[src/hdl/bvrp_pkg.sv]
package bvrp_pkg;

  localparam int MEM_BYTES = 8192;
  localparam int MAP_TILES = 2048;
  localparam int MEM_AW    = $clog2(MEM_BYTES);
  localparam int TILE_AW   = $clog2(MAP_TILES);

  localparam logic [MEM_AW-1:0]  PAL_END     = 13'h0800;
  localparam logic [MEM_AW-1:0]  TILE_BASE   = 13'h1000;
  localparam logic [TILE_AW-1:0] PAL_HI_OFS  = 11'h400;
  localparam logic [4:0]         COMP_MASK   = 5'h1f;
  localparam logic [5:0]         BG_MASK     = 6'h07;
  localparam logic [5:0]         TEXT_MASK   = 6'h3f;

  typedef enum logic [1:0] {
    CMD_READ  = 2'd0,
    CMD_WRITE = 2'd1,
    CMD_BANK  = 2'd2,
    CMD_FETCH = 2'd3
  } cmd_t;

  typedef enum logic [2:0] {
    RSEL_OFF     = 3'd0,
    RSEL_PAIR    = 3'd1,
    RSEL_CODE_LO = 3'd2,
    RSEL_CODE_HI = 3'd3,
    RSEL_COLOR   = 3'd4
  } rsel_t;

  typedef struct packed {
    logic  ld_req;
    logic  clr;
    logic  wr;
    logic  bank_we;
    rsel_t rsel;
    logic  cap_lo;
    logic  cap_hi;
    logic  cap_last;
    logic  load_out;
  } ctl_t;

  typedef struct packed {
    cmd_t cmd;
    logic is_pal;
    logic clr_last;
    logic out_free;
  } st_t;

endpackage

[src/hdl/bvrp_ctrl.sv]
module bvrp_ctrl (
  input  logic           clk,
  input  logic           rst_n,
  input  logic           in_valid,
  output logic           in_ready,
  input  bvrp_pkg::st_t  st,
  output bvrp_pkg::ctl_t ctl
);

  import bvrp_pkg::*;

  typedef enum logic [6:0] {
    S_CLEAR = 7'b0000001,
    S_IDLE  = 7'b0000010,
    S_ISSUE = 7'b0000100,
    S_F1    = 7'b0001000,
    S_F2    = 7'b0010000,
    S_CAP   = 7'b0100000,
    S_DONE  = 7'b1000000
  } state_t;

  state_t state_r, state_nxt;

  assign in_ready = (state_r == S_IDLE);

  always_comb begin
    ctl       = '0;
    ctl.rsel  = RSEL_OFF;
    state_nxt = state_r;
    case (state_r)
      S_CLEAR: begin
        ctl.clr = 1'b1;
        if (st.clr_last) state_nxt = S_IDLE;
      end
      S_IDLE: begin
        if (in_valid) begin
          ctl.ld_req = 1'b1;
          state_nxt  = S_ISSUE;
        end
      end
      S_ISSUE: begin
        case (st.cmd)
          CMD_READ: begin
            ctl.rsel  = RSEL_OFF;
            state_nxt = S_CAP;
          end
          CMD_WRITE: begin
            ctl.wr = 1'b1;
            // The neighbor byte is read while the new byte is stored.
            if (st.is_pal) begin
              ctl.rsel  = RSEL_PAIR;
              state_nxt = S_CAP;
            end else begin
              state_nxt = S_DONE;
            end
          end
          CMD_BANK: begin
            ctl.bank_we = 1'b1;
            state_nxt   = S_DONE;
          end
          CMD_FETCH: begin
            ctl.rsel  = RSEL_CODE_LO;
            state_nxt = S_F1;
          end
          default: state_nxt = S_DONE;
        endcase
      end
      S_F1: begin
        ctl.rsel   = RSEL_CODE_HI;
        ctl.cap_lo = 1'b1;
        state_nxt  = S_F2;
      end
      S_F2: begin
        ctl.rsel   = RSEL_COLOR;
        ctl.cap_hi = 1'b1;
        state_nxt  = S_CAP;
      end
      S_CAP: begin
        ctl.cap_last = 1'b1;
        state_nxt    = S_DONE;
      end
      S_DONE: begin
        if (st.out_free) begin
          ctl.load_out = 1'b1;
          state_nxt    = S_IDLE;
        end
      end
      default: state_nxt = S_IDLE;
    endcase
  end

  always_ff @(posedge clk) begin
    if (!rst_n) begin
      state_r <= S_CLEAR;
    end else begin
      state_r <= state_nxt;
    end
  end

  a_accept_issue: assert property (@(posedge clk) disable iff (!rst_n)
    (in_valid && in_ready) |=> (state_r == S_ISSUE && !in_ready))
    else $error("accepted request did not move to issue");

  a_clear_end: assert property (@(posedge clk) disable iff (!rst_n)
    (state_r == S_CLEAR && st.clr_last) |=> (in_ready && !ctl.clr))
    else $error("clearing pass did not end at the last address");

  a_fetch_order: assert property (@(posedge clk) disable iff (!rst_n)
    ctl.cap_hi |-> $past(ctl.cap_lo))
    else $error("tile code high byte captured out of order");

endmodule

[config.mk]
export PLATFORM = sky130hd
export DESIGN_NAME = bvrp_ctrl
export DESIGN_NICKNAME = d
export VERILOG_FILES = /design/src/hdl/bvrp_pkg.sv /design/src/hdl/bvrp_ctrl.sv
export SDC_FILE = /design/constraint.sdc
export NUM_CORES = 1
export LEC_CHECK = 0
export ABC_AREA = 1
export BUFFER_PORTS_ARGS = -buffer_cell sky130_fd_sc_hd__buf_2
export CAP_MARGIN = 20
export CELL_PAD_IN_SITES_DETAIL_PLACEMENT = 0
export CELL_PAD_IN_SITES_GLOBAL_PLACEMENT = 1
export CORE_MARGIN = 2
export CORE_UTILIZATION = 28
export CTS_CLUSTER_SIZE = 14
export DETAILED_ROUTE_END_ITERATION = 12
export GPL_TIMING_DRIVEN = 1
export PLACE_DENSITY = 0.75
export SLEW_MARGIN = 20
export SYNTH_ARGS = -nofsm -noshare
export SYNTH_HDL_FRONTEND = slang
export SYNTH_SLANG_ARGS = --single-unit
[constraint.sdc]
create_clock -name clk -period 1.48 [get_ports clk]
set_input_delay 0.074 -clock clk [delete_from_list [all_inputs] [get_ports clk]]
set_output_delay 0.074 -clock clk [all_outputs]
set_load 0.005 [all_outputs]
# ---- After elaboration in Yosys (flattened, before gate mapping)
# Index checks and enable logic that the tools add are counted.
dict set report word_totals {
  register_bits 7
  input_bits 8
  out_inout_bits 12
  word_cells 36
}
dict set report classes {
  n_eq_ne 13
  muxes 20
  n_reduce_logical 2
}
# cell count
set op_table {}
lappend op_table {{$pmux 7 s7} 1}
lappend op_table {{$mux 7} 4}
lappend op_table {{$pmux 7 s4} 1}
lappend op_table {{$mux 1} 11}
lappend op_table {{$pmux 3 s3} 1}
lappend op_table {{$eq 7x1->1 const B} 1}
lappend op_table {{$eq 7x2->1 const B} 1}
lappend op_table {{$eq 7x3->1 const B} 1}
lappend op_table {{$eq 7x4->1 const B} 1}
lappend op_table {{$eq 7x5->1 const B} 1}
lappend op_table {{$eq 7x6->1 const B} 1}
lappend op_table {{$eq 7x7->1 const B} 1}
lappend op_table {{$ne 2x2->1 const B} 3}
lappend op_table {{$eq 2x2->1 const B} 2}
lappend op_table {{$pmux 2 s2} 1}
lappend op_table {{$reduce_and 3->1} 1}
lappend op_table {{$eq 2x1->1 const B} 1}
lappend op_table {{$logic_not 2->1} 1}
lappend op_table {{$mux 2} 1}

# ---- Longest topological paths before layout
# Gate-level depths: netlist of the first run.
dict set report logic_depth {
  ltp_word 3
  ltp_mapped 9
  mapped_depth_nobuf 9
}

# ---- Worst setup path before layout of the first run
# OpenSTA, ideal clock, no wires.
dict set report synth_timing {
  path_kind {reg2reg}
  from {reg state_r[6]}
  to {reg state_r[1]}
  setup_ps 112
  arrival_ps 913
  required_time_ps 1368
  path_slack_ps 455
  stages_incl_launch_ff 9
  synth_period_minus_slack_ps 1025
  path_cell_list {dfxtp_1 inv_2 nand2_4 nor2_4 nand2_1 nand3_1 nor2_1 nor2_1 nor2_1}
}
dict set report synth_via {
  elab_chain_cells 3
  word_cells_on_any_way 12
  classes_between {eq/ne (10); mux (1); reduce/logical (1)}
}
# element line_no
set synth_lines {}
lappend synth_lines {{from (decl)} bvrp_ctrl.sv:22} ;# state_t state_r, state_nxt;
lappend synth_lines {{from (signal assigned)} bvrp_ctrl.sv:96} ;# state_r <= state_nxt;
lappend synth_lines {{$eq 7x1->1, or another cell as far along} bvrp_ctrl.sv:30} ;# case (state_r)
lappend synth_lines {{$ne 2x2->1 (no source line)} --}
lappend synth_lines {{$reduce_and 3->1 (no source line)} --}
# Several ways; a longest one is shown, not always the timed one.
# A chain may end at the register's enable or synchronous reset.

==> out/metrics.yaml, run 1 <==
synth-edff-count: 0
die_x_um: 45.5
slowest_stage: "dfxtp_2"
syn_inst: 79
critPathBufInv: 3
setup_viol: 0
row_count: 15
drtPass1Iterations: 4
synth_top_area_share: 0.290
rsz0062_at_grt: "yes"
cts_buffer_depth: 2
final_nets: 115
grt_pass1_vias: 439
die_h_um: 45.5
finalClockSkew_ns: 0.00202
grt_use_met1: 0.155
final-max-slew-violation-count: 0
fin_crit_sh: 0.927
synthTopCellsByArea: "dfxtp_1 (29%), nand2_1 (12%), nor2_1 (10%)"
busiest_layer: "met2"
layout_setup_ws_ns: 0.108
critPathLaunchType: "flip-flop"
grtUsageMet2: 0.172
synth_ff_type: "dfxtp_1"
power_leakage_nw: 0.435
remaining_drc_errors: 0
maxCapViolations: 0
synth_seq_cells: 7
max_freq_mhz: 729
synth_most_common_cell: "nand2_1"
cts_tree: "yes"
grt_first_pass_wirelength_mm: 1.77
largest_reg_flops: 7
io_pins: 20
power_density_nw_per_um2: 659
start_util: 0.289
largestRegisters: "state_r x7"
drive_above_1_share: 0.415
post-place-ws_ns: 0.362
overflow: 0
whs_ns: 0.0493
core_area_um2: 1670
worstMarginPinSlew_ns: 0.240
crit_path_max_fanout: 5
clock-root-buffer: "clkbuf_4"
antenna_cells: 0
crit_type: "flip-flop to primary output"
hold_viol_final: 0
wirelength_mm: 1.09
synth.distinct_cells: 18
postRouteAntennaNets: 0
via_count: 544
drt_iter0_drc: 6
vias_per_cell: 4.42
yosysWarnings: 0
grt_max_degree: 6
cp.arrival_ns: 1.30
ctsHoldBuffers: 0
yosysTopAreaCell: "dfxtp_1"
cp_slowest_stage_delay_ns: 0.32
cp-end-kind: "primary output"
synth_common_cells: "nand2_1 (15), nor2_1 (13), inv_1 (12)"
top_register: "state_r"
drt-wirelength-per-cell_um: 8.89
dieArea_um2: 2070
gr-usage-met3: 0.0357
crit_chain: "inv_2, nand2_4, nor2_4, buf_4, nand2_1, nor2_1, buf_2"
peakVddDrop_mv: 0.279
finalInstanceArea_um2: 666
synthesis.nets: 87
netlist_area_um2: 483
worstPathRequired_ns: 1.41
post_dp_cell_area_um2: 592
ys_seq_area_frac: 0.290
area_growth_pct: 37.8
worstSkewPairLatency_ns: 0.25
grtUsageTotal: 0.122
slew_headroom: 0.838
antenna_found_initial: 0
port_buffers: 19
critPathTopFamily: "simple AND/OR/NAND/NOR gates"
numCtsBuffers: 3
cts.htree.levels: 1
min_period_ns: 1.37
gp_congestion: 0.793
holdCritPathClass: "primary input to flip-flop"
async_reset_ff_frac: 0
avgSynthCellArea_um2: 6.11
hpwl_um: 896
outcome: "completed"
cts_sinks: 7
cts.reportedPaths.clkPinSlew_ns: 0.05
-- worst paths after layout --
check        startpoint          to  slack (ns)  depth (start not counted)
max reg2reg  state_r[6]  state_r[1]        0.27                          9
max          state_r[6]     ctl[10]        0.11                          7
min               rst_n  state_r[0]        0.05                          2
min reg2reg  state_r[3]  state_r[4]        0.61                          4
-- placed cells by master, fill, tap and decap left out --
| cell type | count |
|---|---|
| o21ai_1 | 1 |
| dfxtp_2 | 1 |
| nor2_1 | 12 |
| nand3b_1 | 1 |
| dfxtp_1 | 6 |
| o21a_1 | 1 |
| buf_2 | 19 |
| nand2_1 | 15 |
| nor3_1 | 4 |
| clkbuf_4 | 3 |
| inv_2 | 7 |
| buf_4 | 5 |
| nor2_2 | 2 |
| nor4_1 | 1 |
| nand3_2 | 1 |
| nand2_4 | 2 |
| nand3_1 | 8 |
| clkbuf_1 | 1 |
| nand2_2 | 2 |
| nor2_4 | 1 |
| nor3_4 | 1 |
| inv_1 | 12 |
-- stage by stage --
step	power, mW	TNS [ns]	cells	util
after floorplan	0.247	0	79	-
after global placement	0.274	0	114	0.354
after detailed placement	0.274	0	114	0.354
after CTS	0.440	0	118	0.370
after global routing	0.478	-0.0405	123	0.399
final	0.439	0	123	0.399
-- where the power goes --
group          total (mW)  switching, mW  internal (mW)
registers           0.199        0.00394          0.195
logic              0.0730         0.0434         0.0296
clock network       0.167         0.0642          0.102
total               0.439          0.112          0.327
-- kinds of logic after synthesis --
logic type	after synthesis	synth area share
buf+inv	20	0.163
compound gates	2	0.0259
flops	7	0.290
simple gates	50	0.521
-- layer usage --
layer,wire [um],up-vias
li1,-,295
met1,507,217
met2,465,25
met3,81,7
met4,40,0
met5,0,-
-- timing repair --
action | in CTS | in global routing
buffers inserted | 0 | 5
endpoints found under the hold margin | 0 | 0
setup endpoints to repair | 0 | 1
gates resized for setup | 0 | 3
-- layout make-up --
| type | count | area [um^2] |
|---|---|---|
| clock buffers | 4 | 26.3 |
| repair buffers | 24 | 133 |
| multi-input cells | 52 | 273 |
| flip-flops and latches | 7 | 141 |
| fillers | 193 | 1000 |
| well taps | 17 | 21.3 |
| inverters | 19 | 71.3 |
No activity file was read; power rests on OpenSTA's default activity.
==> inputs of run 2 (changes only) <==
- CORE_UTILIZATION: 28 -> 29
- PLACE_DENSITY: 0.75 -> 0.77
==> run 2 against run 1 <==
Compared with the run above: clock-buffer cell count unchanged; sequential share of layout area up 0.94 points; utilization up 1.9 points; die area down 3.1%; register-to-register slack about the same; global-route usage down 0.27 points; hold slack worse by 0.0080 ns; combinational power about the same; fmax down 1.9%; critical path depth up 1; wire length down 0.46%; clock power up 4%; critical endpoint is now ctl[4]; highest routed layer unchanged.
==> out/metrics.yaml, run 2 (same netlist as run 1, synthesis figures left out) <==
outcome: "completed"
grt_first_pass_wirelength_mm: 1.66  # -5.9%
final_cell_mix: "buf_2 (19), nand2_1 (15), inv_1 (12), nor2_1 (12), nand3_1 (8)"
drt-wirelength-per-cell_um: 9.15  # +2.9%
rsz0062_at_grt: "yes"
remaining_drc_errors: 0  # unchanged
dieArea_um2: 2010  # -3.1%
port_buffers: 19  # unchanged
largestRegisters: "state_r x7"
slew_headroom: 0.855  # +0.0169
post_dp_cell_area_um2: 591  # -0.21%
holdCritPathClass: "primary input to flip-flop"
die_h_um: 44.8  # -1.6%
start_util: 0.313  # +0.0242
critPathLaunchType: "flip-flop"
n_fill_cell: 181  # -6.2%
hold_viol_final: 0  # unchanged
antenna_cells: 0  # unchanged
layout_setup_ws_ns: 0.0817  # -0.0260 ns
post-place-ws_ns: 0.334  # -0.0273 ns
clock-root-buffer: "clkbuf_4"
grt_max_degree: 6  # unchanged
wirelength_mm: 1.09  # -0.46%
gp_congestion: 0.680  # -14%
row_count: 14  # -1
cts.htree.levels: 1  # unchanged
finalPower_mw: 0.446  # +1.5%
area_growth_pct: 33.2
die_x_um: 44.8  # -1.6%
final_nets: 112  # -2.6%
fin_crit_sh: 0.945  # +0.0176
hpwl_um: 873  # -2.6%
vias_per_cell: 4.39  # -0.82%
finalInstanceArea_um2: 643  # -3.4%
top_register: "state_r"
overflow: 0  # unchanged
stdcell_count: 119  # -3.3%
drive_above_1_share: 0.408  # -0.00733
cts_sinks: 7  # unchanged
grtUsageTotal: 0.119  # -0.00274
worst_r2r_path_depth: 9  # unchanged
cts.reportedPaths.clkPinSlew_ns: 0.05  # about the same
power_leakage_nw: 0.423  # -2.7%
cp-end-kind: "primary output"
drt_iter0_drc: 11  # +5
antenna_found_initial: 0  # unchanged
grt_pass1_vias: 417  # -5.0%
worstSkewPairLatency_ns: 0.25  # about the same
cts_tree: "yes"
final_common_cell: "buf_2"
postRouteAntennaNets: 0  # unchanged
io_pins: 20  # unchanged
worstMarginPinSlew_ns: 0.215  # -0.0252 ns
worstPathRequired_ns: 1.41  # about the same
largest_reg_flops: 7  # unchanged
cp.arrival_ns: 1.32  # +0.02 ns
final-max-slew-violation-count: 0  # unchanged
max_freq_mhz: 715  # -1.9%
post-place-cells: 113  # -0.88%
power_density_nw_per_um2: 693  # +5.1%
via_count: 522  # -4.0%
crit_type: "flip-flop to primary output"
peakVddDrop_mv: 0.255  # -8.6%
finalClockSkew_ns: 0.00337  # +0.00135 ns
maxCapViolations: 0  # unchanged
core_area_um2: 1540  # -7.7%
min_period_ns: 1.40  # +0.0260 ns
drtPass1Iterations: 4  # unchanged
numCtsBuffers: 3  # unchanged
crit_path_max_fanout: 5  # unchanged
hold_depth: 2  # unchanged
setup_viol: 0  # unchanged
cts_buffer_depth: 2  # unchanged
## run 2: cell types whose count changed in the layout (fill, tap and decap cells not counted), sizes merged
cell,before,now
buf,24,21
## run 2: layout make-up
| class | instances | area, um^2 | share of cell area |
|---|---|---|---|
| timing repair buffer | 21 | 110 | 0.171 |
| multi-input combinational | 52 | 273 | 0.424 |
| clock buffer | 4 | 26.3 | 0.0409 |
| tap | 16 | 20.0 | 0.0311 |
| sequential | 7 | 143 | 0.222 |
| inverter | 19 | 71.3 | 0.111 |
## run 2: where the power goes
part	leakage [nW]	switching [mW]	internal [mW]	total [mW]
Combinational	0.349	0.0435	0.0293	0.0728
Clock	0.0150	0.0710	0.103	0.174
Sequential	0.0582	0.00387	0.195	0.199
## run 2: what timing repair did
action | 4_1_cts | 5_1_grt
hold buffers | 0 | 0
gates resized for setup | 0 | 4
buffers inserted | 0 | 2
setup endpoints to repair | 0 | 1
## run 2: final timing paths
kind | start | to | slack, ns
hold / removal | rst_n | state_r[0] | 0.04
setup reg to reg | state_r[4] | state_r[1] | 0.28
setup / recovery | state_r[4] | ctl[4] | 0.08
hold reg to reg | state_r[3] | state_r[4] | 0.61
## run 2: metrics by stage
step,util,TNS [ns],hold slack [ns]
final,0.417,0,0.0413
after global routing,0.417,-0.0217,0.0228
after CTS,0.400,0,0.0301
after detailed placement,0.383,0,0.294
after global placement,0.383,0,0.294
after floorplan,-,0,0.144
## run 2: worst max-delay path, stage by stage, from the launching register on
cell	delay [ns]
dfxtp_2	0.32
inv_2	0.08
nand2_4	0.06
nor2_4	0.17
nand2_4	0.10
nor3_4	0.13
nand2_1	0.07
nand2_1	0.05
buf_2	0.10
## run 2: layer usage
| layer | global-route usage | part of all wire | vias to the layer above | wire length, um |
|---|---|---|---|---|
| li1 | - | - | 284 | - |
| met1 | 0.139 | 0.44 | 218 | 479 |
| met2 | 0.174 | 0.48 | 18 | 519 |
| met3 | 0.0600 | 0.068 | 2 | 74 |
| met4 | 0.0706 | 0.014 | 0 | 15 |
| met5 | 0 | 0 | - | 0 |
==> inputs of run 3 (changes only) <==
- ABC_AREA: 1 -> unset
- CORE_MARGIN: 2 -> unset
- CORE_UTILIZATION: 29 -> 31
==> run 3 against run 2 <==
Compared with the run above: via count is 1.9% lower; register-to-register slack worse by 0.05 ns; critical path depth is 4 lower; fmax is 1.4% lower; hold slack worse by 0.010 ns; clock-buffer cell count is 1 lower; non-clock buffer count is 1 higher; synthesized area is 1.6% higher; die area is 13% lower.
==> out/metrics.yaml, run 3 <==
antenna_cells: 0  # unchanged
netlist_area_um2: 490  # +1.6%
rsz0062_at_grt: "yes"
gp_congestion: 0.782  # +15%
die_h_um: 41.8  # -6.8%
hold_depth: 2  # unchanged
synthTopCellsByArea: "dfxtp_1 (29%), nand2b_1 (6.4%), nor3_2 (6.1%)"
ys_seq_area_frac: 0.286  # -0.00444
worstPathRequired_ns: 1.41  # about the same
cp-startpoint: "state_r[5]"
final-max-slew-violation-count: 0  # unchanged
port_buffers: 19  # unchanged
synth_common_cells: "nor2_1 (8), dfxtp_1 (7), nand2b_1 (5)"
synth_top_area_share: 0.286  # -0.00444
crit_type: "flip-flop to primary output"
postRouteAntennaNets: 0  # unchanged
drt_iter0_drc: 8  # -3
syn_inst: 62  # -22%
final_nets: 95  # -15%
numCtsBuffers: 3  # unchanged
drive_above_1_share: 0.465  # +0.0573
final_common_cell: "buf_2"
cts.htree.levels: 1  # unchanged
crit_path_max_fanout: 7  # +2
async_reset_ff_frac: 0  # unchanged
antenna_found_initial: 0  # unchanged
critPathLaunchType: "flip-flop"
maxCapViolations: 0  # unchanged
switching_share: 0.274  # +0.00826
synth_most_common_cell: "nor2_1"
grt_first_pass_wirelength_mm: 1.68  # +1.3%
vias_per_cell: 5.07  # +16%
peakVddDrop_mv: 0.582  # +130%
ctsHoldBuffers: 0  # unchanged
worst_r2r_path_depth: 4  # -5
layout_setup_ws_ns: 0.0620  # -0.0198 ns
synthesis.nets: 70  # -20%
slew_headroom: 0.785  # -0.0708
overflow: 0  # unchanged
clockPowerShare: 0.388  # -0.002
r2r_slack_ns: 0.23  # -0.05 ns
power_switching_mw: 0.124  # +5.0%
sequentialPowerShare: 0.447  # about the same
yosysTopAreaCell: "dfxtp_1"
p_comb_frac: 0.166  # +0.003
clock-root-buffer: "clkbuf_4"
r2r_start: "state_r[5]"
cp-end-kind: "primary output"
power_density_nw_per_um2: 675  # -2.5%
min_period_ns: 1.42  # +0.0198 ns
holdCritPathClass: "primary input to flip-flop"
cts_tree: "yes"
largest_reg_flops: 7  # unchanged
hold_viol_final: 0  # unchanged
remaining_drc_errors: 0  # unchanged
tns_ns: 0  # unchanged
avgSynthCellArea_um2: 7.91  # +29%
setup_viol: 0  # unchanged
regToRegEndpoint: "state_r[1]"
cp.arrival_ns: 1.34  # +0.02 ns
outcome: "completed"
internal_power_mw: 0.330  # +0.69%
crit_end: "ctl[2]"
drtPass1Iterations: 4  # unchanged
row_count: 13  # -1
cts_buffer_depth: 2  # unchanged
grt_pass1_vias: 393  # -5.8%
n_fill_cell: 139  # -23%
grt_max_degree: 9  # +3
synth_ff_type: "dfxtp_1"
final_cell_mix: "buf_2 (19), nor2_1 (8), nand2b_1 (5)"
grtUsageTotal: 0.127  # +0.00812
synth-edff-count: 0  # unchanged
wirelength_mm: 1.17  # +7.0%
via_count: 512  # -1.9%
post-place-ws_ns: 0.237  # -0.0970 ns
worstMarginPinSlew_ns: 0.323  # +0.108 ns
core_area_um2: 1380  # -10%
synth_seq_cells: 7  # unchanged
synth.distinct_cells: 33  # +15
worstSkewPairLatency_ns: 0.25  # about the same
start_util: 0.355  # +0.0414
dieArea_um2: 1750  # -13%
yosysWarnings: 0  # unchanged
fin_util: 0.486  # +0.0688
finalClockSkew_ns: 0.000607  # -0.00277 ns
largestRegisters: "state_r x7"
area_growth_pct: 37.0
top_register: "state_r"
cts.reportedPaths.clkPinSlew_ns: 0.05  # about the same
max_freq_mhz: 705  # -1.4%
io_pins: 20  # unchanged
whs_ns: 0.0308  # -0.0105 ns
cts_sinks: 7  # unchanged
die_x_um: 41.8  # -6.8%
drt-wirelength-per-cell_um: 11.5  # +26%
power_leakage_nw: 0.308  # -27%
fin_crit_sh: 0.958  # +0.0134
==> run 3: final cells by class <==
| class | instances | area (um^2) | share of cell area |
|---|---|---|---|
| clock inverter | 1 | 5.00 | 0.00745 |
| inverter | 1 | 3.75 | 0.00559 |
| multi-input combinational | 52 | 354 | 0.527 |
| clock buffer | 3 | 22.5 | 0.0335 |
| sequential | 7 | 150 | 0.223 |
| timing repair buffer | 22 | 118 | 0.175 |
| tap | 15 | 18.8 | 0.0279 |
==> run 3: what timing repair did <==
item	4_1_cts	5_1_grt
setup buffers	0	3
resized for setup	2	8
pin swaps	0	5
gates cloned	0	0
setup endpoints to repair	2	9
==> run 3: metal layers <==
layer | vias up | global-route usage | routed length, um
met4 | 0 | 0.0194 | 0
li1 | 269 | - | -
met1 | 228 | 0.168 | 553
met2 | 15 | 0.175 | 550
met3 | 0 | 0.0826 | 61
met5 | - | 0 | 0
==> run 3: how the worst min path moves through the flow <==
stage / from / end / slack (ns)
final: st[1] / state_r[0] / 0.03
after global routing: st[1] / state_r[0] / 0.02
after CTS: st[1] / state_r[0] / 0.03
after detailed placement: st[1] / state_r[0] / 0.30
after global placement: st[1] / state_r[0] / 0.30
after floorplan: rst_n / state_r[5] / 0.19
==> run 3: per-stage QoR <==
step | power [mW] | cell area (um^2) | std cells
floorplan | 0.243 | 490 | 62
global placement | 0.270 | 592 | 94
finish | 0.454 | 672 | 101
global route | 0.485 | 672 | 101
detailed placement | 0.271 | 592 | 94
CTS | 0.456 | 632 | 98
==> run 3: power by group through the flow <==
stage / Clock (mW) / Combinational, mW / Sequential [mW]
5_1_grt: 0.199 / 0.0830 / 0.203
6_report: 0.176 / 0.0751 / 0.203
3_5_place_dp: 0 / 0.0638 / 0.207
4_1_cts: 0.183 / 0.0668 / 0.206
2_1_floorplan: 0 / 0.0377 / 0.205
3_3_place_gp: 0 / 0.0637 / 0.207
==> run 3: critical path, stage by stage (launching register included) <==
cell and delay (ns):
dfxtp_1 0.38, nor3_4 0.23, nand2_2 0.11, nor3b_2 0.22, buf_2 0.15
==> run 3: logic make-up (layout without fill, tap and decap cells) <==
logic type                Yosys count  after routing  synth area share
and+or+nand+nor                    41             41             0.531
AOI/OAI and AO/OA                   9              9             0.112
DFF                                 7              7             0.286
buffers and inverters               3             27            0.0332
xor gates and xnor gates            1              1            0.0179
muxes                               1              1            0.0204
